<file path="src/sv/srdn_pkg.sv">
// Shared widths, types and constants for the stick radial dead-zone normalizer.
package srdn_pkg;

  localparam int SAMPLE_BITS  = 16;
  localparam int SQ_W         = 2 * SAMPLE_BITS;
  localparam int RADIUS_BITS  = 15;
  localparam int RSQ_W        = 2 * RADIUS_BITS;
  localparam int CMP_W        = (SQ_W > RSQ_W) ? SQ_W : RSQ_W;
  localparam int RADIUS_RESET = 7849;
  localparam logic [RSQ_W-1:0] RSQ_RESET = RSQ_W'(RADIUS_RESET * RADIUS_RESET);

  localparam int Q15_FRAC     = 15;
  localparam int DIR_W        = 16;
  localparam int QUO_BITS     = DIR_W;
  localparam int DIV_W        = SAMPLE_BITS + Q15_FRAC;
  localparam int REM_W        = SAMPLE_BITS + 1;
  localparam int ROOT_STAGES  = SAMPLE_BITS;
  localparam int LATENCY      = 2 + ROOT_STAGES + QUO_BITS;

  localparam int IN_TDATA_W   = ((2 * SAMPLE_BITS + 7) / 8) * 8;
  localparam int OUT_TDATA_W  = ((2 * DIR_W + 7) / 8) * 8;

  localparam logic [DIR_W-1:0] DIR_MAX = {1'b0, {(DIR_W-1){1'b1}}};

  typedef logic signed [SAMPLE_BITS-1:0] sample_t;
  typedef logic        [SAMPLE_BITS-1:0] mag_t;
  typedef logic        [SQ_W-1:0]        sq_t;
  typedef logic        [RSQ_W-1:0]       rsq_t;
  typedef logic signed [DIR_W-1:0]       dir_t;

  typedef struct packed {
    mag_t mag_x;
    mag_t mag_y;
    logic neg_x;
    logic neg_y;
    logic outside;
  } side_t;

endpackage

</file>
<file path="src/sv/srdn_lane_div.sv">
// Per-axis divider lane: (mag << 15) / len, one quotient bit per stage, signed and saturated.
module srdn_lane_div import srdn_pkg::*; (
  input  logic clk,
  input  logic en,
  input  mag_t mag,
  input  logic neg,
  input  mag_t len,
  output dir_t dir
);

  logic [DIV_W-1:0]    rem_r [QUO_BITS-1];
  mag_t                len_r [QUO_BITS-1];
  logic [QUO_BITS-1:0] quo_r [QUO_BITS];
  logic                neg_r [QUO_BITS];

  for (genvar j = 0; j < QUO_BITS; j++) begin : g_stage
    localparam int SH = QUO_BITS - 1 - j;
    logic [DIV_W-1:0]    rem_in;
    mag_t                len_in;
    logic [QUO_BITS-1:0] quo_in;
    logic                neg_in;
    logic [DIV_W-1:0]    dv;
    logic                ge;

    if (j == 0) begin : g_first
      assign rem_in = {mag, {Q15_FRAC{1'b0}}};
      assign len_in = len;
      assign quo_in = '0;
      assign neg_in = neg;
    end else begin : g_next
      assign rem_in = rem_r[j-1];
      assign len_in = len_r[j-1];
      assign quo_in = quo_r[j-1];
      assign neg_in = neg_r[j-1];
    end

    assign dv = DIV_W'(len_in) << SH;
    assign ge = rem_in >= dv;

    always_ff @(posedge clk) begin
      if (en) begin
        quo_r[j] <= {quo_in[QUO_BITS-2:0], ge};
        neg_r[j] <= neg_in;
      end
    end

    // Hold remainder and divisor only where a later stage reads them.
    if (j < QUO_BITS - 1) begin : g_carry
      always_ff @(posedge clk) begin
        if (en) begin
          rem_r[j] <= ge ? (rem_in - dv) : rem_in;
          len_r[j] <= len_in;
        end
      end
    end
  end

  logic [QUO_BITS-1:0] q;
  logic [DIR_W-1:0]    res;

  // Quotient never exceeds one in Q1.15; clamp the positive full-scale case.
  always_comb begin
    q = quo_r[QUO_BITS-1];
    if (neg_r[QUO_BITS-1]) begin
      res = ~q + 1'b1;
    end else if (q[QUO_BITS-1]) begin
      res = DIR_MAX;
    end else begin
      res = q;
    end
  end

  assign dir = $signed(res);

endmodule

</file>
<file path="config.mk">
export PLATFORM = sky130hd
export DESIGN_NAME = srdn_lane_div
export DESIGN_NICKNAME = d
export VERILOG_FILES = /design/src/sv/srdn_pkg.sv /design/src/sv/srdn_lane_div.sv
export SDC_FILE = /design/constraint.sdc
export NUM_CORES = 1
export LEC_CHECK = 0
export ABC_AREA = 1
export ABC_CLOCK_PERIOD_IN_PS = 3540
export BUFFER_PORTS_ARGS = -buffer_cell sky130_fd_sc_hd__buf_2
export CORE_AREA = 8 8 279 281
export DETAILED_ROUTE_END_ITERATION = 10
export DIE_AREA = 0 0 287 289
export PLACE_DENSITY_LB_ADDON = 0.15
export SETUP_SLACK_MARGIN = 0.5
export SYNTH_ARGS = -nofsm -noshare
export SYNTH_HDL_FRONTEND = slang
export SYNTH_SLANG_ARGS = --single-unit
</file>
<file path="constraint.sdc">
create_clock -name clk -period 3.54 [get_ports clk]
set_clock_uncertainty 0.15 [all_clocks]
set_input_delay 0.354 -clock clk [delete_from_list [all_inputs] [get_ports clk]]
set_output_delay 0.354 -clock clk [all_outputs]
set_load 0.01 [all_outputs]
</file>
[Yosys cells after proc, flatten, opt, wreduce, memory -nomap -nowiden]
Memory sizes are Yosys's and may differ from the RTL's.
Index checks and enable logic that the tools add are counted.
Widths: inputs -> output; s select.
Operators by class
  add/subtract/negate cells: 16
  bitwise logic cells: 1
  multiplexer cells: 19
  $lt $le $gt $ge: 16
Operators with widths (count)
  $mux 31: 15
  $ge 31x16->1: 1
  $ge 31x17->1: 1
  $ge 31x18->1: 1
  $ge 31x19->1: 1
  $ge 31x20->1: 1
  $ge 31x21->1: 1
  $ge 31x22->1: 1
  $ge 31x23->1: 1
  $ge 31x24->1: 1
  $ge 31x25->1: 1
  $ge 31x26->1: 1
  $ge 31x27->1: 1
  $ge 31x28->1: 1
  $ge 31x29->1: 1
  $ge 31x30->1: 1
  $ge 31x31->1: 1
  $sub 31x17->31: 1
  $sub 31x18->31: 1
  $sub 31x19->31: 1
  $sub 31x20->31: 1
  $sub 31x21->31: 1
  $sub 31x22->31: 1
  $sub 31x23->31: 1
  other kinds (13): 14
Word-level totals
  bits in writable memories: 977
  register bits after elaboration: 0
  output and inout port bits: 16
  input port bits: 35
  memories kept: 4
Memory list
  rem_r: words 15, width 31, rd ports 15, clocked after memory_dff 0, wr ports 15, RTL line srdn_lane_div.sv:11  | logic [DIV_W-1:0] rem_r [QUO_BITS-1];
  quo_r: words 16, width 16, rd ports 16, clocked after memory_dff 0, wr ports 16, RTL line srdn_lane_div.sv:13  | logic [QUO_BITS-1:0] quo_r [QUO_BITS];
  len_r: words 15, width 16, rd ports 15, clocked after memory_dff 0, wr ports 15, RTL line srdn_lane_div.sv:12  | mag_t len_r [QUO_BITS-1];
  neg_r: words 16, width 1, rd ports 16, clocked after memory_dff 0, wr ports 16, RTL line srdn_lane_div.sv:14  | logic neg_r [QUO_BITS];

[Logic depth before layout (Yosys ltp)]
An unclocked memory read counts as a cell.
  depth in word-level cells: 4
  depth in mapped cells: 16
  depth with buffers taken out: 15

[Worst setup path before layout]
Ideal clock, no wire load.
  path kind: flip-flop to flip-flop
  start point: memory rem_r[1][97] in the netlist's numbering
  end point: memory rem_r[1][141] in the netlist's numbering, data pin
  data required time: 3.138 ns
  cell stages (with the launch flop): 13
  clock period less this slack: 2.304 ns
  path slack: 1.236 ns
  arrival time: 1.901 ns
  library setup time: 0.252 ns
  buffers on the path: 2
  path through: edfxtp_1 > fa_1 > nand2_1 > nand3_1 > and2_2 > nand3_1 > nand3_1 > nand2_1 > nand2_2 > buf_6 > buf_6 > nand2_1 > nand2_1
RTL lines (RTL line)
  from (decl): srdn_lane_div.sv:11

==> results.json <==
{
  "outcome": "finished, final reports clean",
  "max_freq_mhz": 344,
  "synthToLayoutAreaGrowth_pct": 8.94,
  "synth_area_um2": 47200,
  "drtIter0Drc": 3411,
  "synth_compound_area_frac": 0.0515,
  "power_density_nw_per_um2": 729,
  "hp-class": "in -> reg",
  "rsz0062_at_grt": "false",
  "worstMarginPinSlew_ps": 727,
  "power_frac_clock": 0.223,
  "wirelength_um": 125000,
  "rows": 100,
  "power.net_switching_mw": 15.3,
  "r2r_setup_slack_ps": 700,
  "synth-async-reset-ratio": 0,
  "cts_buffers": 80,
  "fillers": 5921,
  "ant_nets": 0,
  "fin_tns_setup_ps": 0,
  "place_congestion": 0.973,
  "hold_depth": 3,
  "synth.area.mux_share": 0,
  "pwr-share-comb": 0.410,
  "syn_avg_cell_area_um2": 8.06,
  "first_global_vias": 37000,
  "finalHoldViolations": 0,
  "fp.dieW_um": 287,
  "setup_viol": 0,
  "worst_r2r_path_depth": 11,
  "core_um2": 73600,
  "cts.sinks": 737,
  "drcViolationCount": 0,
  "critical_path_arrival_ps": 2400,
  "start_util": 0.642,
  "final.min_clock_period_ps": 2910,
  "cp-endpoint": "dir[12]",
  "netlist_instances": 5857,
  "dieArea_um2": 82900,
  "drive_gt1_frac": 0.0672,
  "startpoint_type": "flip-flop",
  "cts_tree": "done",
  "yosysMostFrequentCell": "nand2_1",
  "portBuffers": 50,
  "fin_nets": 6302,
  "routedWlPerCell_um": 17.8,
  "grt_max_degree": 98,
  "h-tree-depth": 3,
  "slew-limit-headroom": 0.514,
  "ys_seq_area_frac": 0.469,
  "crit_type": "reg -> out",
  "synth_top_family_by_area": "simple AND/OR/NAND/NOR gates",
  "antenna_found_initial": 3,
  "cts_buffer_depth": 3,
  "synthSimpleGateAreaFrac": 0.293,
  "grt_overflow": 0,
  "track_usage": 0.297,
  "io_pins": 51,
  "p_leak_nw": 24.4,
  "slew_violations": 0,
  "power_switching_share": 0.408,
  "synthTopCellsByArea": "edfxtp_1, nand2_1, inv_1",
  "syn_nets": 6163,
  "synth_xor_area_frac": 0.0258,
  "required_ps": 3040,
  "path_clk_slew_ps": 60,
  "r2r_end": "rem_r[1][154]",
  "synth_adder_area_share": 0.0742,
  "maxCapViolations": 0,
  "root_buffer": "clkbuf_16",
  "endpoint_kind": "primary output",
  "viasPerCell": 5.54,
  "die_h_um": 289,
  "r2r-start": "len_r[1][48]",
  "synth_edf_count": 737,
  "period_share": 0.821,
  "seqPwrFrac": 0.366,
  "dp_hpwl_um": 96500,
  "synth_top_flop_cell": "edfxtp_1",
  "cp_max_fo": 13,
  "synth_top_area_cell": "edfxtp_1",
  "synth.yosys.warnings": 0,
  "yosys_register_bits": 737,
  "cts_setup_buffers": 0,
  "firstDrtPassIters": 6,
  "yosysTopAreaCellShare": 0.469,
  "worst_ir_drop_vdd_mv": 0.498,
  "grt_pass1_wl_um": 196000,
  "critPathLaunch": "neg_r[7][1]",
  "place_ws_ps": 652,
  "synth_commonest_cells": "nand2_1, inv_1, edfxtp_1, nor2_1, nand3_1",
  "fin_ws_ps": 634,
  "clk_latency_ps": 630,
  "yosysUniqueCellTypes": 55,
  "vias": 39000,
  "p_int_mw": 22.2
}
==> per-layer routing <==
| metal | track usage | wire length [um] | share of wire |
|---|---|---|---|
| met1 | 0.385 | 52000 | 0.42 |
| met2 | 0.513 | 60000 | 0.48 |
| met3 | 0.0365 | 8430 | 0.067 |
| met4 | 0.102 | 4550 | 0.036 |
| met5 | 0 | 0 | 0 |
==> metrics by stage <==
step | power, mW | std cells | cell area (um^2) | hold slack (ps) | util
global placement | 28.6 | 6851 | 48500 | 250 | 0.659
detailed placement | 28.8 | 6851 | 48500 | 255 | 0.659
finish | 37.5 | 7029 | 51400 | 68.9 | 0.699
CTS | 37.3 | 7028 | 51400 | 16.7 | 0.699
global route | 40.0 | 7029 | 51400 | 71.6 | 0.699
floorplan | 24.5 | 5857 | 47200 | 250 | -
==> cell families after synthesis <==
| family | count (synthesis) |
|---|---|
| simple gates | 3277 |
| buf+inv | 1022 |
| flops | 737 |
| compound gates | 411 |
| fa+ha+maj | 271 |
| xor+xnor | 139 |
==> final cells by class <==
| class | instances | area, um^2 | share of cell area |
|---|---|---|---|
| well taps | 969 | 1210 | 0.0236 |
| clock inverters | 50 | 488 | 0.00949 |
| inverters | 975 | 3670 | 0.0715 |
| flip-flops and latches | 737 | 22100 | 0.430 |
| clock buffers | 95 | 2100 | 0.0409 |
| repair buffers | 104 | 833 | 0.0162 |
| diodes | 1 | 2.50 | 0.0000487 |
| multi-input cells | 4098 | 21000 | 0.408 |
==> sequential cells by signal, summed over array words and instances (netlist names) <==
register,cells
len_r,240
neg_r,16
quo_r,136
rem_r,345
==> worst max-delay path, cell delays in order (launching register included) <==
cell	delay, ps
edfxtp_1	580
nor2_1	650
inv_1	160
nand3_1	120
o21ai_0	90
inv_1	60
buf_2	120
==> power groups by stage <==
stage,Sequential (mW),Clock [mW],Combinational [mW]
after floorplan,13.0,0,11.5
after global placement,13.9,0,14.8
after detailed placement,13.8,0,15.0
after CTS,13.7,8.48,15.1
after global routing,13.8,8.79,17.3
final,13.7,8.37,15.4
==> how the worst min path moves through the flow <==
stage,from,endpoint
final,mag[2],rem_r[0][17]
after global routing,mag[2],rem_r[0][17]
after detailed placement,quo_r[0][67],quo_r[0][84]
after floorplan,neg_r[0][0],neg_r[0][1]
after global placement,quo_r[1][50],quo_r[1][67]
after CTS,mag[2],rem_r[0][17]
==> placed cells by master, fill, tap and decap left out, types with 62 or more instances in the layout <==
cell       count
edfxtp_1     737
a21oi_2       62
xor2_1       112
nor2_1       455
inv_1        934
clkbuf_16     82
o21ai_0       66
nand4_1       96
nand2_1     2101
a21oi_1      199
ha_1         256
nand3_1      402
==> what timing repair did <==
item                                    4_1_cts  5_1_grt
endpoints found under the hold margin        32        0
gates resized for setup                       0        5
hold buffers                                 32        0
endpoints found under the setup margin        0       28
Power figures use the tool's default switching activity.
