--- config.mk ---
export PLATFORM = sky130hd
export DESIGN_NAME = srdn_root
export DESIGN_NICKNAME = d
export VERILOG_FILES = /design/src/sv/srdn_pkg.sv /design/src/sv/srdn_root.sv
export SDC_FILE = /design/constraint.sdc
export NUM_CORES = 1
export LEC_CHECK = 0
export BUFFER_PORTS_ARGS = -buffer_cell sky130_fd_sc_hd__buf_2
export CAP_MARGIN = 20
export CORE_ASPECT_RATIO = 1.25
export CORE_MARGIN = 5
export CORE_UTILIZATION = 51
export DETAILED_ROUTE_END_ITERATION = 12
export PLACE_DENSITY = 0.67
export SETUP_SLACK_MARGIN = 0.5
export SYNTH_ARGS = -nofsm -noshare
export SYNTH_HDL_FRONTEND = slang
export SYNTH_SLANG_ARGS = --single-unit
export TNS_END_PERCENT = 20
--- constraint.sdc ---
create_clock -name clk -period 7 [get_ports clk]
set_clock_uncertainty 0.05 [all_clocks]
set_input_delay 1.4 -clock clk [delete_from_list [all_inputs] [get_ports clk]]
set_output_delay 1.4 -clock clk [all_outputs]
set_load 0.02 [all_outputs]
--- src/sv/srdn_pkg.sv ---
// Shared widths, types and constants for the stick radial dead-zone normalizer.
package srdn_pkg;

  localparam int SAMPLE_BITS  = 16;
  localparam int SQ_W         = 2 * SAMPLE_BITS;
  localparam int RADIUS_BITS  = 15;
  localparam int RSQ_W        = 2 * RADIUS_BITS;
  localparam int CMP_W        = (SQ_W > RSQ_W) ? SQ_W : RSQ_W;
  localparam int RADIUS_RESET = 7849;
  localparam logic [RSQ_W-1:0] RSQ_RESET = RSQ_W'(RADIUS_RESET * RADIUS_RESET);

  localparam int Q15_FRAC     = 15;
  localparam int DIR_W        = 16;
  localparam int QUO_BITS     = DIR_W;
  localparam int DIV_W        = SAMPLE_BITS + Q15_FRAC;
  localparam int REM_W        = SAMPLE_BITS + 1;
  localparam int ROOT_STAGES  = SAMPLE_BITS;
  localparam int LATENCY      = 2 + ROOT_STAGES + QUO_BITS;

  localparam int IN_TDATA_W   = ((2 * SAMPLE_BITS + 7) / 8) * 8;
  localparam int OUT_TDATA_W  = ((2 * DIR_W + 7) / 8) * 8;

  localparam logic [DIR_W-1:0] DIR_MAX = {1'b0, {(DIR_W-1){1'b1}}};

  typedef logic signed [SAMPLE_BITS-1:0] sample_t;
  typedef logic        [SAMPLE_BITS-1:0] mag_t;
  typedef logic        [SQ_W-1:0]        sq_t;
  typedef logic        [RSQ_W-1:0]       rsq_t;
  typedef logic signed [DIR_W-1:0]       dir_t;

  typedef struct packed {
    mag_t mag_x;
    mag_t mag_y;
    logic neg_x;
    logic neg_y;
    logic outside;
  } side_t;

endpackage

--- src/sv/srdn_root.sv ---
// Merge of the lane squares, dead-zone compare and pipelined integer square root.
module srdn_root import srdn_pkg::*; (
  input  logic  clk,
  input  logic  en,
  input  sq_t   sq_x,
  input  sq_t   sq_y,
  input  rsq_t  rsq,
  input  side_t side_i,
  output mag_t  len,
  output side_t side_o
);

  sq_t   sum_nxt;
  logic  outside_nxt;
  side_t side_nxt;
  sq_t   sum_r;
  side_t side0_r;

  sq_t              rad_r  [ROOT_STAGES];
  logic [REM_W-1:0] rem_r  [ROOT_STAGES];
  mag_t             root_r [ROOT_STAGES];
  side_t            side_r [ROOT_STAGES];

  // Merge: sum the lane squares and compare exactly against radius squared.
  always_comb begin
    sum_nxt          = sq_x + sq_y;
    outside_nxt      = CMP_W'(sum_nxt) > CMP_W'(rsq);
    side_nxt         = side_i;
    side_nxt.outside = outside_nxt;
  end

  always_ff @(posedge clk) begin
    if (en) begin
      sum_r   <= sum_nxt;
      side0_r <= side_nxt;
    end
  end

  // One result bit per stage, two operand bits consumed per stage.
  for (genvar i = 0; i < ROOT_STAGES; i++) begin : g_stage
    sq_t              rad_in;
    logic [REM_W-1:0] rem_in;
    mag_t             root_in;
    side_t            side_in;
    logic [REM_W+1:0] cur;
    logic [REM_W+1:0] trial;
    logic [REM_W+1:0] diff;
    logic             ge;

    if (i == 0) begin : g_first
      assign rad_in  = sum_r;
      assign rem_in  = '0;
      assign root_in = '0;
      assign side_in = side0_r;
    end else begin : g_next
      assign rad_in  = rad_r[i-1];
      assign rem_in  = rem_r[i-1];
      assign root_in = root_r[i-1];
      assign side_in = side_r[i-1];
    end

    assign cur   = {rem_in, rad_in[SQ_W-1 -: 2]};
    assign trial = {1'b0, root_in, 2'b01};
    assign diff  = cur - trial;
    assign ge    = cur >= trial;

    always_ff @(posedge clk) begin
      if (en) begin
        rad_r[i]  <= rad_in << 2;
        rem_r[i]  <= ge ? diff[REM_W-1:0] : cur[REM_W-1:0];
        root_r[i] <= {root_in[SAMPLE_BITS-2:0], ge};
        side_r[i] <= side_in;
      end
    end
  end

  assign len    = root_r[ROOT_STAGES-1];
  assign side_o = side_r[ROOT_STAGES-1];

endmodule

---- Word-level counts from Yosys, hierarchy flattened ----
Memories as Yosys holds them, arrays and structs flattened.
Cells that the tools add are included.
cells by class
  add/sub/neg operators ................... 17
  $lt $le $gt $ge ......................... 17
  mux-type cells .......................... 18
operators by type and width
  cell                   count
  $ge A19 B18 Y1         15
  $mux W17               16
  $sub A17 B17 Y17       15
  $add A32 B32 Y32       1
  $gt A32 B30 Y1         1
  $sub A2 B1 Y3 const B  1
  $ge A2 B1 Y1 const B   1
  $mux W1                2
word-level totals
  bits in registers ....................... 67
  memory bits (writable) .................. 1568
  input bits .............................. 131
  output and inout port bits .............. 51
  logic and storage cells ................. 62
  memories kept ........................... 4
memories
  name    words  width  rd ports  clocked after memory_dff  write ports  line             RTL
  side_r  16     35     16        0                         16           srdn_root.sv:22  side_t side_r [ROOT_STAGES];
  rad_r   16     30     15        0                         16           srdn_root.sv:19  sq_t rad_r [ROOT_STAGES];
  rem_r   16     17     15        0                         16           srdn_root.sv:20  logic [REM_W-1:0] rem_r [ROOT_STAGES];
  root_r  16     16     16        0                         16           srdn_root.sv:21  mag_t root_r [ROOT_STAGES];

---- Depth between registers and ports, before layout ----
An unclocked memory read counts as a cell.
  depth in word-level cells ............... 3
  depth in mapped cells ................... 19
  depth with buffers taken out ............ 19

---- Worst setup path after synthesis ----
OpenSTA, ideal clock, no wires.
  kind .................................... input-to-reg
  start point ............................. input sq_x[19]
  end point ............................... register side0_r (netlist bit g_stage[0].side_in[0]), data pin
  library setup time ...................... 0.270 ns
  arrival ................................. 4.714 ns
  data required time ...................... 6.680 ns
  slack ................................... 1.967 ns
  stages on the path ...................... 16
  buffers on the path ..................... 1
  cells stage by stage .................... ha_1 > clkbuf_1 > nand3_1 > or3_1 > or3_1 > o2bb2ai_1 > a311oi_1 > a21boi_1 > mux2i_1 > o2111ai_1 > ha_1 > a211oi_1 > nand2_1 > a2111oi_0 > a311o_1 > o211ai_1
between the ends
  word-level cells in the longest chain between the ends .. 2
RTL lines
  element                line             RTL
  from (decl)            srdn_root.sv:5   input sq_t sq_x,
  $add A32 B32 Y32       srdn_root.sv:26  sum_nxt = sq_x + sq_y;
  named net sum_nxt[29]  srdn_root.sv:13  sq_t sum_nxt;
  $gt A32 B30 Y1         srdn_root.sv:27  outside_nxt = CMP_W'(sum_nxt) > CMP_W'(rsq);
  named net outside_nxt  srdn_root.sv:14  logic outside_nxt;
  to (signal assigned)   srdn_root.sv:35  side0_r <= side_nxt;
  to (decl)              srdn_root.sv:17  side_t side0_r;
The timed path passes the listed nets, and every way through them passes these cells.
A chain may end at the register's enable or synchronous reset.

---- Worst setup path after layout ----
  start point ............................. input sq_x[6]
  end point ............................... register side0_r (netlist bit g_stage[0].side_in[0]), data pin
Same word-level chain as after synthesis.

==> summary.txt <==
status: completed
Min-Delay Endpoint: rad_r[0][234]
nets@finish: 3626
Via-to-Cell Ratio: 5.24
post-CTS sizing: 0
CP Data Required Time: 7.35 ns
CTS tree: yes
Worst setup SP type: input port
main combinational cell family by area after synthesis: compound AO/OA/AOI/OAI gates
Max Clk Rate: 187 MHz
total grt overflow: 0
Max Root-Sink Buffers: 3
post-route cell area: 0.0553 mm²
Setup Viol. Count Final: 0
dpl cell area: 0.0517 mm²
Slew Limit Fails: 0
H-tree depth: 3
Hold Path Class: register to register
VDD IR max: 0.210 mV
Sink Count: 1240
Die ar.: 0.103 mm²
Tcrit/Tclk final: 0.766
asr flop ratio synth: 0
fill count: 7310
DR pass1 iterations: 5
Synth Register Bits: 1240
min cycle time layout: 5.36 ns
antenna-violating nets left: 0
flop2flop setup slack: 3.28 ns
area occupied by multi-input gates: 0.0109 mm²
hold path depth: 0
mean area per synthesized cell: 16.4 µm²
mapped cell area: 0.0491 mm²
Compound-Gate Fraction of Synth Area: 0.0603
CTS root buffer: clkbuf_16
Die H: 357 µm
P_leak: 20.9 nW
Die Width: 288 µm
max-cap check violation count: 0
vias in the first global route: 25700
IO Pins: 182
reg-to-reg startpoint: rem_r[1][51]
Post-CTS Hold Buffers: 0
CP Cell Sequence: buf_2, ha_1, a2111oi_0, o21ai_0, nor3b_1, o21ai_0, a21oi_1, a2111oi_0, nor3_1, xor2_1, ha_1, nand4_1, or3_1, nor2_1, a21oi_1, a21oi_1, a311o_1, o211ai_1
Most used DFF post-synth: edfxtp_1
worst rel slew slack: 0.257
Fin. Hold Viols: 0
pin count of the biggest net entering global routing: 207
initial antenna violation count: 1
RD Place Congestion: 0.950
initial core utilization: 0.512
worst r2r dst: rem_r[1][80]
core footprint: 0.0958 mm²
layout cells sized above 1: 0.124
WP buf/inv: 1
IO buf count: 180
Power per Cell Area: 309 mW/mm²
global-route wire length before repair: 125000 µm
crit path capture type: register
Mapped Cells: 3001
postcts setup bufs: 0
Post-Synth Adder-Cell Area: 0.0547
routed len/inst: 16.8 µm
drt drc: 0
CTS Buf Count: 116
critical path arrival: 5.71 ns
dpl hpwl: 53000 µm
GR Util All Layers: 0.151
FP Rows: 127
Slowest Stage Delay on Critical Path: 0.57 ns
RSZ-0062 raised after global routing: false
Post-Synth Simple-Gate Area: 0.0591
DR vias: 24400
clock latency on the worst-skew pair: 0.69 ns
XOR/XNOR Fraction of Synth Area: 0.0364
mux share of post-synthesis cell area: 0.0106
TNS Setup: 0 ns
Starting DRT DRC Count: 1564
Area growth syn-to-layout: 12.7%
Yosys cell types: 73
reg2reg path depth: 9
Setup CP Type: input port to register
ANT cells: 0
CP top delay family: compound AO/OA/AOI/OAI gates
syn_nets: 3346
crit-path max FO: 6
routed wire length: 78000 µm
register area share after synthesis: 0.758
yosys warns: 0
FF/Latch Area: 0.0372 mm²
Slew @ Worst Pin: 1.11 ns
CTS clk-pin slew, worst paths: 0.06 ns
EDFF count, synth: 1240
Crit-path slowest cell: a2111oi_0
Worst Hold Launch: rad_r[0][202]
cell mode on critical path: a21oi_1
## flip-flops by register name, summed over array words and instances (netlist names)
register	count
side_r	560
root_r	136
rem_r	237
g_stage.side_in	35
rad_r	240
g_stage.rad_in	32
## area by class of cell
class                           instances  share of cell area
Sequential cell                      1240               0.673
Multi-Input combinational cell       1501               0.196
Clock buffer                          141              0.0546
Tap cell                             1290              0.0292
Timing Repair Buffer                  191              0.0198
Inverter                              231              0.0157
Clock inverter                         65              0.0114
## cells in the mapped netlist (6+ instances only)
library cell / count / area (µm²)
a2111oi_0: 9 / 78.8
a211oi_1: 16 / 120
a21boi_0: 9 / 67.6
a21o_1: 70 / 526
a21oi_1: 153 / 766
a31o_2: 6 / 52.6
a31oi_1: 9 / 56.3
and2_1: 10 / 62.6
and3_1: 12 / 75.1
buf_2: 10 / 50.1
clkbuf_1: 17 / 63.8
edfxtp_1: 1240 / 37200
ha_1: 213 / 2670
inv_1: 230 / 863
mux2_2: 39 / 439
nand2_1: 107 / 402
nand2b_1: 26 / 163
nand3_1: 34 / 170
nand3b_1: 11 / 82.6
nand4_1: 33 / 206
nand4b_1: 7 / 61.3
nor2_1: 149 / 559
nor2b_1: 26 / 163
nor3_1: 56 / 280
nor3b_1: 7 / 52.6
nor4_1: 24 / 150
o211ai_1: 10 / 75.1
o21a_1: 42 / 315
o21ai_0: 96 / 480
o31ai_1: 12 / 90.1
or2_2: 12 / 75.1
or3_1: 26 / 163
or4_1: 7 / 52.6
xnor2_1: 125 / 1090
xor2_1: 79 / 692
## power breakdown
part           total [mW]  internal [mW]  leakage (nW)  switching (mW)
registers            9.29           9.00          12.0           0.284
logic                1.86          0.794          7.14            1.07
clock network        5.93           3.33          1.77            2.60
## metrics by stage
step | power (mW) | std cells | utilization | setup slack [ns] | hold slack [ns]
after floorplan | 10.6 | 3001 | - | 1.97 | 0.350
after global placement | 11.2 | 4453 | 0.539 | 0.984 | 0.350
after detailed placement | 11.3 | 4453 | 0.539 | 1.03 | 0.355
after CTS | 17.3 | 4659 | 0.577 | 1.73 | 0.340
after global routing | 17.9 | 4659 | 0.577 | 1.41 | 0.347
final | 17.1 | 4659 | 0.577 | 1.64 | 0.341
## worst max path at each step
stage,end,startpoint,cells after the start,slack [ns]
after detailed placement,g_stage[0].side_in[0],sq_x[6],16,1.03
final,g_stage[0].side_in[0],sq_x[6],18,1.64
after global placement,g_stage[0].side_in[0],sq_x[15],16,0.98
after global routing,g_stage[0].side_in[0],sq_x[6],18,1.41
after floorplan,g_stage[0].side_in[0],sq_x[19],16,1.97
after CTS,g_stage[0].side_in[0],sq_x[15],16,1.73
## kinds of logic (layout without fill, tap and decap cells)
family          Yosys count  in the layout
compound gates          471            471
xor+xnor                204            204
fa+ha+maj               214            214
buf+inv                 260            628
flops                  1240           1240
mux                      46             46
other cells               1              1
simple gates            565            565
## layout by cell type, fill, tap and decap left out, drive strengths merged, types with 12 or more instances in the layout
cell type	instances
a21oi	153
edfxtp	1240
xor2	79
nand3	34
xnor2	125
nor2b	26
and3	12
o31ai	12
inv	230
nand4	33
nand2b	26
nor4	24
nor3	56
a21o	70
buf	191
clkbuf	141
o21ai	99
nand2	107
nor2	150
mux2	41
or3	26
or2	13
ha	213
a211oi	17
clkinv	56
o21a	42
## layer usage
| metal | track usage | share of wire |
|---|---|---|
| met4 | 0.0706 | 0.045 |
| met1 | 0.158 | 0.36 |
| met2 | 0.291 | 0.55 |
| met3 | 0.0278 | 0.043 |
| met5 | 0 | 0 |
(Power assumes the default switching activity.)
