### src/sv/srdn_pkg.sv
// Shared widths, types and constants for the stick radial dead-zone normalizer.
package srdn_pkg;

  localparam int SAMPLE_BITS  = 16;
  localparam int SQ_W         = 2 * SAMPLE_BITS;
  localparam int RADIUS_BITS  = 15;
  localparam int RSQ_W        = 2 * RADIUS_BITS;
  localparam int CMP_W        = (SQ_W > RSQ_W) ? SQ_W : RSQ_W;
  localparam int RADIUS_RESET = 7849;
  localparam logic [RSQ_W-1:0] RSQ_RESET = RSQ_W'(RADIUS_RESET * RADIUS_RESET);

  localparam int Q15_FRAC     = 15;
  localparam int DIR_W        = 16;
  localparam int QUO_BITS     = DIR_W;
  localparam int DIV_W        = SAMPLE_BITS + Q15_FRAC;
  localparam int REM_W        = SAMPLE_BITS + 1;
  localparam int ROOT_STAGES  = SAMPLE_BITS;
  localparam int LATENCY      = 2 + ROOT_STAGES + QUO_BITS;

  localparam int IN_TDATA_W   = ((2 * SAMPLE_BITS + 7) / 8) * 8;
  localparam int OUT_TDATA_W  = ((2 * DIR_W + 7) / 8) * 8;

  localparam logic [DIR_W-1:0] DIR_MAX = {1'b0, {(DIR_W-1){1'b1}}};

  typedef logic signed [SAMPLE_BITS-1:0] sample_t;
  typedef logic        [SAMPLE_BITS-1:0] mag_t;
  typedef logic        [SQ_W-1:0]        sq_t;
  typedef logic        [RSQ_W-1:0]       rsq_t;
  typedef logic signed [DIR_W-1:0]       dir_t;

  typedef struct packed {
    mag_t mag_x;
    mag_t mag_y;
    logic neg_x;
    logic neg_y;
    logic outside;
  } side_t;

endpackage

### src/sv/srdn_lane_front.sv
// Per-axis front lane: sign, magnitude and square of one stick component.
module srdn_lane_front import srdn_pkg::*; (
  input  logic    clk,
  input  logic    en,
  input  sample_t sample,
  output mag_t    mag,
  output logic    neg,
  output sq_t     sq
);

  mag_t raw;
  mag_t mag_nxt;
  sq_t  op;
  sq_t  sq_nxt;
  mag_t mag_r;
  logic neg_r;
  sq_t  sq_r;

  always_comb begin
    raw     = mag_t'(sample);
    mag_nxt = raw[SAMPLE_BITS-1] ? (~raw + 1'b1) : raw;
    op      = SQ_W'(mag_nxt);
    sq_nxt  = op * op;
  end

  always_ff @(posedge clk) begin
    if (en) begin
      mag_r <= mag_nxt;
      neg_r <= raw[SAMPLE_BITS-1];
      sq_r  <= sq_nxt;
    end
  end

  assign mag = mag_r;
  assign neg = neg_r;
  assign sq  = sq_r;

endmodule

### config.mk
export PLATFORM = sky130hd
export DESIGN_NAME = srdn_lane_front
export DESIGN_NICKNAME = d
export VERILOG_FILES = /design/src/sv/srdn_pkg.sv /design/src/sv/srdn_lane_front.sv
export SDC_FILE = /design/constraint.sdc
export NUM_CORES = 1
export LEC_CHECK = 0
export ABC_AREA = 0
export BUFFER_PORTS_ARGS = -buffer_cell sky130_fd_sc_hd__buf_2
export CORE_UTILIZATION = 38
export DETAILED_ROUTE_END_ITERATION = 10
export PLACE_DENSITY_LB_ADDON = 0.05
export RECOVER_POWER = 25
export SYNTH_ARGS = -nofsm -noshare
export SYNTH_HDL_FRONTEND = slang
export SYNTH_SLANG_ARGS = --single-unit
### constraint.sdc
create_clock -name clk -period 10.35 [get_ports clk]
set_clock_uncertainty 0.05 [all_clocks]
set_input_delay 1.5525 -clock clk [delete_from_list [all_inputs] [get_ports clk]]
set_output_delay 1.5525 -clock clk [all_outputs]
set_load 0.03 [all_outputs]
### Word level (Yosys, flattened, before mapping)

Index checks and enable logic that the tools add are counted.

| storage, ports and cells | value |
|---|---|
| register bits after elaboration | 49 |
| bits in latches | 0 |
| bits in writable memories | 0 |
| bits in read-only memories | 0 |
| logic and storage cells | 7 |
| memories kept | 0 |

| cells by class | value |
|---|---|
| add/subtract/negate cells | 1 |
| $mul | 1 |
| divide/modulo/power cells | 0 |
| magnitude comparators | 0 |
| equality and inequality tests | 0 |
| shift-type cells | 0 |
| multiplexer cells | 1 |
| bitwise gates (word level) | 1 |
| reduce and logical (&&, ||, !) cells | 0 |

Operators by type and width:

| cell | number |
|---|---|
| $mul 16x16->32 | 1 |
| $add 16x1->16 const B | 1 |
| $mux 16 | 1 |
| $not 16->16 | 1 |

### Logic depth before layout (Yosys ltp)

Gate-level depths: netlist of run 1.

| depth | value |
|---|---|
| word-level depth | 4 |
| depth in mapped cells | 28 |

### Worst setup path before layout of run 1

Ideal clock, no wire load.

| path | value |
|---|---|
| path kind | input -> register |
| start point | in sample[0] |
| end point | reg sq_r[23] (netlist: sq[23]), data pin |
| library setup time | 0.261 ns |
| arrival | 8.386 ns |
| path slack | 1.653 ns |
| stages on the path | 28 |
| cells stage by stage | inv_1 -> clkbuf_1 -> ha_1 -> inv_1 -> o41ai_1 -> xor2_1 -> inv_1 -> nand2_1 -> inv_1 -> fa_1 -> inv_1 -> fa_1 -> inv_1 -> fa_1 -> inv_1 -> fa_1 -> inv_1 -> fa_1 -> inv_1 -> fa_1 -> inv_1 -> ha_1 -> and3_1 -> nand2_1 -> o21ai_0 -> a21oi_1 -> or4b_2 -> o311a_1 |

| on the way | value |
|---|---|
| cells in the longest elaborated chain, start to end | 4 |

RTL lines:

| element | RTL line | text |
|---|---|---|
| start: declaration | srdn_lane_front.sv:5 | `input sample_t sample,` |
| $not 16->16 | srdn_lane_front.sv:21 | `mag_nxt = raw[SAMPLE_BITS-1] ? (~raw + 1'b1) : raw;` |
| $add 16x1->16 | srdn_lane_front.sv:21 |  |
| $mux 16 (*) | srdn_lane_front.sv:21 |  |
| $mul 16x16->32 (*) | srdn_lane_front.sv:23 | `sq_nxt = op * op;` |
| named net sq_nxt[23] | srdn_lane_front.sv:14 | `sq_t sq_nxt;` |
| end signal: assignment | srdn_lane_front.sv:30 | `sq_r <= sq_nxt;` |
| end: declaration | srdn_lane_front.sv:17 | `sq_t sq_r;` |

The timed path passes the listed nets; every way through them passes the cells marked *.
A chain may end at the register's enable or synchronous reset.

### Worst setup path after layout of run 1

| path | value |
|---|---|
| start point | in sample[4] |
| end point | reg sq_r[23] (netlist: sq[23]), data pin |

| on the way | value |
|---|---|
| cells in the longest elaborated chain, start to end | 4 |

RTL lines:

| element | RTL line | text |
|---|---|---|
| $not 16->16 | srdn_lane_front.sv:21 |  |
| $add 16x1->16 | srdn_lane_front.sv:21 |  |
| $mux 16 | srdn_lane_front.sv:21 |  |
| named net mag_nxt[10] | srdn_lane_front.sv:12 | `mag_t mag_nxt;` |
| $mul 16x16->32 | srdn_lane_front.sv:23 |  |
| named net sq_nxt[23] | srdn_lane_front.sv:14 |  |

The timed path passes the listed nets, and every way through them passes these cells.

==> results of run 1 <==
per-layer routing:
layer  track usage, %  part of all wire [%]
met1             27.7                    43
met2             37.3                    52
met3             2.30                   2.9
met4             4.90                   1.5
met5                0                  0.11
registers in the layout, indices dropped and copies added, names as in the netlist:
signal,count
mag,16
sq,30
neg,1
final cells by class:
cell class                 count  share of cell area, %
inverter                     260                   9.73
clock buffer                   5                   1.25
sequential                    47                   14.1
clock inverter                 2                  0.374
timing repair buffer          82                   4.45
tap                          319                   3.98
multi-input combinational    625                   66.1
through the flow:
stage               util [%]  hold slack [ns]
floorplan                  -             1.60
global placement        42.1             1.87
detailed placement      42.1             1.86
CTS                     42.8             1.52
global route            42.7             1.58
finish                  42.7             1.58
path summary, 6_finish.rpt:
kind | to | from | cells after the start
max | sq[23] | sample[4] | 24
min | mag[7] | sample[7] | 2
cells in the final DEF (no fill, tap or decap), types with 12 or more instances in the layout:
| cell | instances |
|---|---|
| sky130_fd_sc_hd__o21ai_0 | 12 |
| sky130_fd_sc_hd__ha_1 | 96 |
| sky130_fd_sc_hd__nand2_1 | 81 |
| sky130_fd_sc_hd__conb_1 | 12 |
| sky130_fd_sc_hd__xor2_1 | 16 |
| sky130_fd_sc_hd__a21o_1 | 15 |
| sky130_fd_sc_hd__a21oi_1 | 29 |
| sky130_fd_sc_hd__xnor2_1 | 24 |
| sky130_fd_sc_hd__nor2_1 | 72 |
| sky130_fd_sc_hd__inv_1 | 251 |
| sky130_fd_sc_hd__edfxtp_1 | 47 |
| sky130_fd_sc_hd__fa_1 | 164 |
| sky130_fd_sc_hd__buf_4 | 16 |
| sky130_fd_sc_hd__buf_2 | 63 |
cells by family (layout without fill, tap and decap cells):
family | after synthesis | in the layout | synth area share, %
buf+inv | 288 | 349 | 12.1
fa+ha+maj | 260 | 260 | 49.3
simple gates | 198 | 198 | 9.64
compound gates | 109 | 109 | 8.44
flops | 47 | 47 | 15.5
xor+xnor | 46 | 46 | 4.96
other cells | 2 | 12 | 0.0825
critical path: stages:
cell and delay [ns]:
sky130_fd_sc_hd__buf_2 0.12, sky130_fd_sc_hd__or4_4 0.57, sky130_fd_sc_hd__or3_1 0.59, sky130_fd_sc_hd__o21ai_2 0.24, sky130_fd_sc_hd__xor2_2 0.47, sky130_fd_sc_hd__inv_2 0.25, sky130_fd_sc_hd__nand2_1 0.17, sky130_fd_sc_hd__inv_1 0.09
sky130_fd_sc_hd__fa_1 0.51, sky130_fd_sc_hd__inv_1 0.06, sky130_fd_sc_hd__fa_1 0.53, sky130_fd_sc_hd__inv_1 0.06, sky130_fd_sc_hd__fa_1 0.49, sky130_fd_sc_hd__fa_1 0.52, sky130_fd_sc_hd__fa_1 0.54, sky130_fd_sc_hd__inv_1 0.05
sky130_fd_sc_hd__fa_1 0.53, sky130_fd_sc_hd__inv_1 0.04, sky130_fd_sc_hd__ha_1 0.38, sky130_fd_sc_hd__nand2_1 0.10, sky130_fd_sc_hd__o21ai_0 0.30, sky130_fd_sc_hd__a21oi_1 0.23, sky130_fd_sc_hd__or4b_2 0.70, sky130_fd_sc_hd__o311a_1 0.15
==> results.txt, run 1 <==
----------------------------------------------------
[Detailed routing]
  Drt total wl ... 24200 um
  Pre-antenna DRT Iters ... 5
  Routed length per placed instance ... 18.0 um
  Final ANT Viol Nets ... 0
  Routed via count ... 6515
  DRC violation count after routing ... 0
  Via density ... 4.86
  DRC violation total after the first TritonRoute iteration ... 244

[Cells and area]
  Layout cell share with drive strength beyond 1 ... 10.7%
  Post-route cell area ... around 0.01 sq mm
  Multi-input gate area ... about 0.0066 sq mm
  FF+latch area ... 0.00141 sq mm
  Number of inserted filler cells in the final layout ... 2370
  Diodes inserted ... 0
  Final #Nets ... between 1000 and 1500
  Count of placed standard cells in the final layout, fillers left out ... 1340
  Area growth, synth to finish ... 10.2%

[Status]
  Outcome ... complete, but fails checks
  Violations in the final reports ... max-capacitance violations, max-slew violations

[Setup path]
  Crit path max fanout ... 10
  Signal arrival time at the worst endpoint ... 9.25 ns
  Worst setup SP type ... input port
  Required @ worst endpoint ... 10.35 ns
  Setup CP Type ... input port to register
  CP Capture Type ... register

[Floorplanning]
  I/O pin cnt ... 67
  Full die area ... between 0.02 and 0.025 sq mm
  FP Rows ... 56
  Die extent in y ... 157 um
  Initial standard-cell utilization of the core ... between 30% and 40%
  Area of the core ... ~0.023 sq mm
  Horizontal die dimension ... about 160 um

[Logic synthesis]
  Leading area contributor after synthesis ... sky130_fd_sc_hd__fa_1
  Main flop type after synthesis ... sky130_fd_sc_hd__edfxtp_1
  Sequential area share after synthesis ... 15.5%
  Most common cell in the synthesized netlist ... sky130_fd_sc_hd__inv_1
  Synth cell count leaders ... sky130_fd_sc_hd__inv_1, sky130_fd_sc_hd__fa_1, sky130_fd_sc_hd__ha_1, sky130_fd_sc_hd__nand2_1, sky130_fd_sc_hd__nor2_1
  Number of synthesized flops with an enable pin ... 47
  Top area cells in the synthesized netlist ... sky130_fd_sc_hd__fa_1, sky130_fd_sc_hd__edfxtp_1, sky130_fd_sc_hd__ha_1
  Post-synthesis async set-or-reset flop share ... 0%
  Number of warnings issued by yosys ... 0
  Yosys cell types ... 62
  Number of flip-flops and latches in the synthesized netlist ... 47
  Share of the synthesized area in the top cell type ... 36.1%
  Synthesized netlist cell count ... 950
  Netlist area before placement ... 0.00910 sq mm
  Mapped Avg Cell Area ... 9.58 sq um

[Placed design]
  DP Worst Slack ... 0.728 ns
  Placed cell count ... 1333
  Input/output buffers ... 65
  Post-DP HPWL ... 20300 um
  GPL Wtd Cong ... 0.826
  Cell area after placement ... 0.00987 sq mm

[Timing]
  Shortest clock period the worst path allows after layout ... between 9 and 10 ns
  Final Slew Violations ... 48
  Worst-Margin Slew ... 2.90 ns
  Total negative slack for setup checks ... 0 ns
  Maximum operating frequency ... between 0.1 and 0.15 GHz
  Unrepaired setup endpoints after global routing ... no
  Total of endpoints with negative setup slack in the final report ... 0
  Slew HR ... -93.2%
  Crit share post-route ... 89.4%
  Worst-case setup margin in the final layout ... roughly 1.1 ns
  Final Hold Vio Count ... 0

[Clocking]
  Clock Root Buffer ... sky130_fd_sc_hd__clkbuf_16
  CTS tree ... built
  TritonCTS buffer count ... 5
  Setup Buffers After CTS ... 0
  Post_cts resized ... 0
  H-tree Lvls ... 2
  Clock slew at the register clock pins of the worst setup and hold paths ... 0.08 ns
  Number of hold buffers added after CTS ... 0
  Maximum clock insertion buffer count ... 2
  Number of clock sinks seen by CTS ... 47

[Global routing]
  Antenna violations before repair ... 2
  Global-route congestion overflow total ... 0
  Via count of the first global-routing pass ... a little under 7000
  Global-route usage over all layers ... 21.2%
  Maximum number of pins on one net before global-route repair ... 48
  Wire length of the first global-routing pass ... between 30000 and 40000 um

[Min path]
  Min-Delay Path Class ... input port to register

[Job]
  Count of maximum capacitance violations ... 1

----------------------------------------------------
Power of run 1 is not shown: default switching activity piles up to over one toggle a cycle in this logic, so the estimate is an artifact.
==> run 2, diff against run 1 <==
--- a/config.mk
+++ b/config.mk
@@ -10,7 +10,7 @@
 export CORE_UTILIZATION = 38
 export DETAILED_ROUTE_END_ITERATION = 10
 export PLACE_DENSITY_LB_ADDON = 0.05
-export RECOVER_POWER = 25
+export RECOVER_POWER = 50
 export SYNTH_ARGS = -nofsm -noshare
 export SYNTH_HDL_FRONTEND = slang
 export SYNTH_SLANG_ARGS = --single-unit
==> run 2 against run 1 <==
The run still ends with max-capacitance violations, max-slew violations left. Via count grew 0.28%. Count of clock-buffer cells in the layout unchanged. Final area down 0.27%. Sequential share of layout area hardly changed. Cell count unchanged. Largest cell class unchanged.
==> results.txt, run 2 (same netlist as run 1, synthesis figures left out) <==
----------------------------------------------------
[Status]
  Outcome ... complete, but fails checks
  Violations in the final reports ... max-capacitance violations, max-slew violations

[Setup path]
  Setup crit end ... sq[23]
  Most repeated library cell on the critical path ... sky130_fd_sc_hd__fa_1
  Number of cells on the critical path ... 24
  Signal arrival time at the worst endpoint ... 9.24 ns
  Maximum single-stage delay on the critical path ... 0.70 ns
  Crit path max fanout ... 10
  Ordered list of cells on the worst path ... buf_2, or4_4, or3_1, o21ai_2, xor2_2, inv_2, nand2_1, inv_1, fa_1, inv_1, fa_1, inv_1, fa_1, fa_1, fa_1, inv_1, fa_1, inv_1, ha_1, nand2_1, o21ai_0, a21oi_1, or4b_2, o311a_1
  Top Family by Delay on Critical Path ... adder cells
  Worst setup SP type ... input port
  Critical Path Source ... sample[4]
  Required @ worst endpoint ... ~10 ns
  CP Capture Type ... register
  Buffer and inverter count on the worst path ... 7
  Setup CP Type ... input port to register
  Cell with the largest stage delay on the worst path ... sky130_fd_sc_hd__or4b_2

[Global routing]
  Maximum number of pins on one net before global-route repair ... 48
  Wire length of the first global-routing pass ... ~39000 um
  Via count of the first global-routing pass ... 6937
  Met1 track demand over resource ... 27.7%
  Met2 GRT Util ... 37.3%
  Antenna violations before repair ... 2
  Met3 usage in global routing ... 2.30%
  Global-route usage over all layers ... 21.2%
  Global-route congestion overflow total ... 0
  Most congested layer reported by global routing ... met2

[Job]
  Count of maximum capacitance violations ... 1

[Cells and area]
  Commonest cells after routing, fill and taps aside ... sky130_fd_sc_hd__inv_1, sky130_fd_sc_hd__fa_1, sky130_fd_sc_hd__ha_1
  Most frequent standard cell in the layout excluding fill and tap cells ... sky130_fd_sc_hd__inv_1
  Flip-flop count of the largest register after layout ... 30
  Post-route cell area ... roughly 0.010 sq mm
  Diodes inserted ... 0
  Number of inserted filler cells in the final layout ... 2380
  Core Util, Final ... a little over two fifths
  Final #Nets ... 1299
  Area growth, synth to finish ... 9.90%
  Layout cell share with drive strength beyond 1 ... 8.52%

[Clocking]
  Post_cts resized ... 0
  CTS tree ... built
  H-tree Lvls ... 2
  Maximum clock insertion buffer count ... 2
  TritonCTS buffer count ... 5
  Number of hold buffers added after CTS ... 0
  Clock Root Buffer ... sky130_fd_sc_hd__clkbuf_16
  Setup Buffers After CTS ... 0
  Number of clock sinks seen by CTS ... 47
  Clock slew at the register clock pins of the worst setup and hold paths ... 0.08 ns

[Floorplanning]
  Horizontal die dimension ... about 160 um
  FP Rows ... 56
  Initial standard-cell utilization of the core ... between 30% and 40%
  Area of the core ... 0.0235 sq mm
  I/O pin cnt ... 67
  Full die area ... 0.0246 sq mm
  Die extent in y ... 157 um

[Detailed routing]
  Pre-antenna DRT Iters ... 5
  Final ANT Viol Nets ... 0
  DRC violation total after the first TritonRoute iteration ... 237
  Drt total wl ... 24200 um
  DRC violation count after routing ... 0
  Routed length per placed instance ... 18.1 um
  Via density ... 4.88
  Routed via count ... 6533

[Timing]
  Unrepaired setup endpoints after global routing ... no
  Final Hold Vio Count ... 0
  Total of endpoints with negative setup slack in the final report ... 0
  Maximum operating frequency ... 0.108 GHz
  Slew HR ... -93.4%
  Worst-Margin Slew ... just under 3 ns
  Total negative slack for setup checks ... 0 ns
  Final Hold Slack ... 1.58 ns
  Shortest clock period the worst path allows after layout ... between 9 and 10 ns
  Final Slew Violations ... 48
  Crit share post-route ... 89.3%

[Placed design]
  Post-DP HPWL ... between 20000 and 25000 um
  Cell area after placement ... 0.00987 sq mm
  GPL Wtd Cong ... 0.826
  Input/output buffers ... 65

[Min path]
  Min-Delay Path Class ... input port to register

----------------------------------------------------
==> run 2: cell types whose count changed in the layout (fill, tap and decap cells not counted) <==
cell	delta
sky130_fd_sc_hd__clkbuf_1	+22
sky130_fd_sc_hd__buf_2	-22
==> run 2: metrics by stage <==
stage / instances / setup slack [ns]
after floorplan: 960 / 1.65
after detailed placement: 1333 / 0.728
after CTS: 1340 / 1.05
final: 1340 / 1.11
after global placement: 1333 / 0.747
after global routing: 1340 / 0.669
==> run 2: final cells by class <==
type / instances / area (sq um) / area share, %
Timing Repair Buffer: 82 / 419 / 4.19
Sequential cell: 47 / 1410 / 14.1
Multi-Input combinational cell: 625 / 6630 / 66.3
Inverter: 260 / 976 / 9.76
Clock inverter: 2 / 37.5 / 0.375
Tap cell: 319 / 399 / 3.99
Clock buffer: 5 / 125 / 1.25
==> run 2: per-layer routing <==
metal / routed length [um] / share of wire (%)
met5: 26 / 0.11
met4: 358 / 1.5
met3: 767 / 3.2
met2: 12600 / 52
met1: 10500 / 43
==> run 2: worst min-delay path by stage <==
| stage | from | endpoint | slack, ns | depth (start not counted) |
|---|---|---|---|---|
| 2_1_floorplan | sample[0] | mag[0] | 1.60 | 0 |
| 3_3_place_gp | sample[0] | mag[0] | 1.87 | 1 |
| 3_5_place_dp | sample[0] | mag[0] | 1.86 | 1 |
| 4_1_cts | sample[0] | mag[0] | 1.52 | 1 |
| 5_1_grt | sample[7] | mag[7] | 1.58 | 2 |
| 6_report | sample[7] | mag[7] | 1.58 | 2 |
Power of run 2 is left out for the same reason.
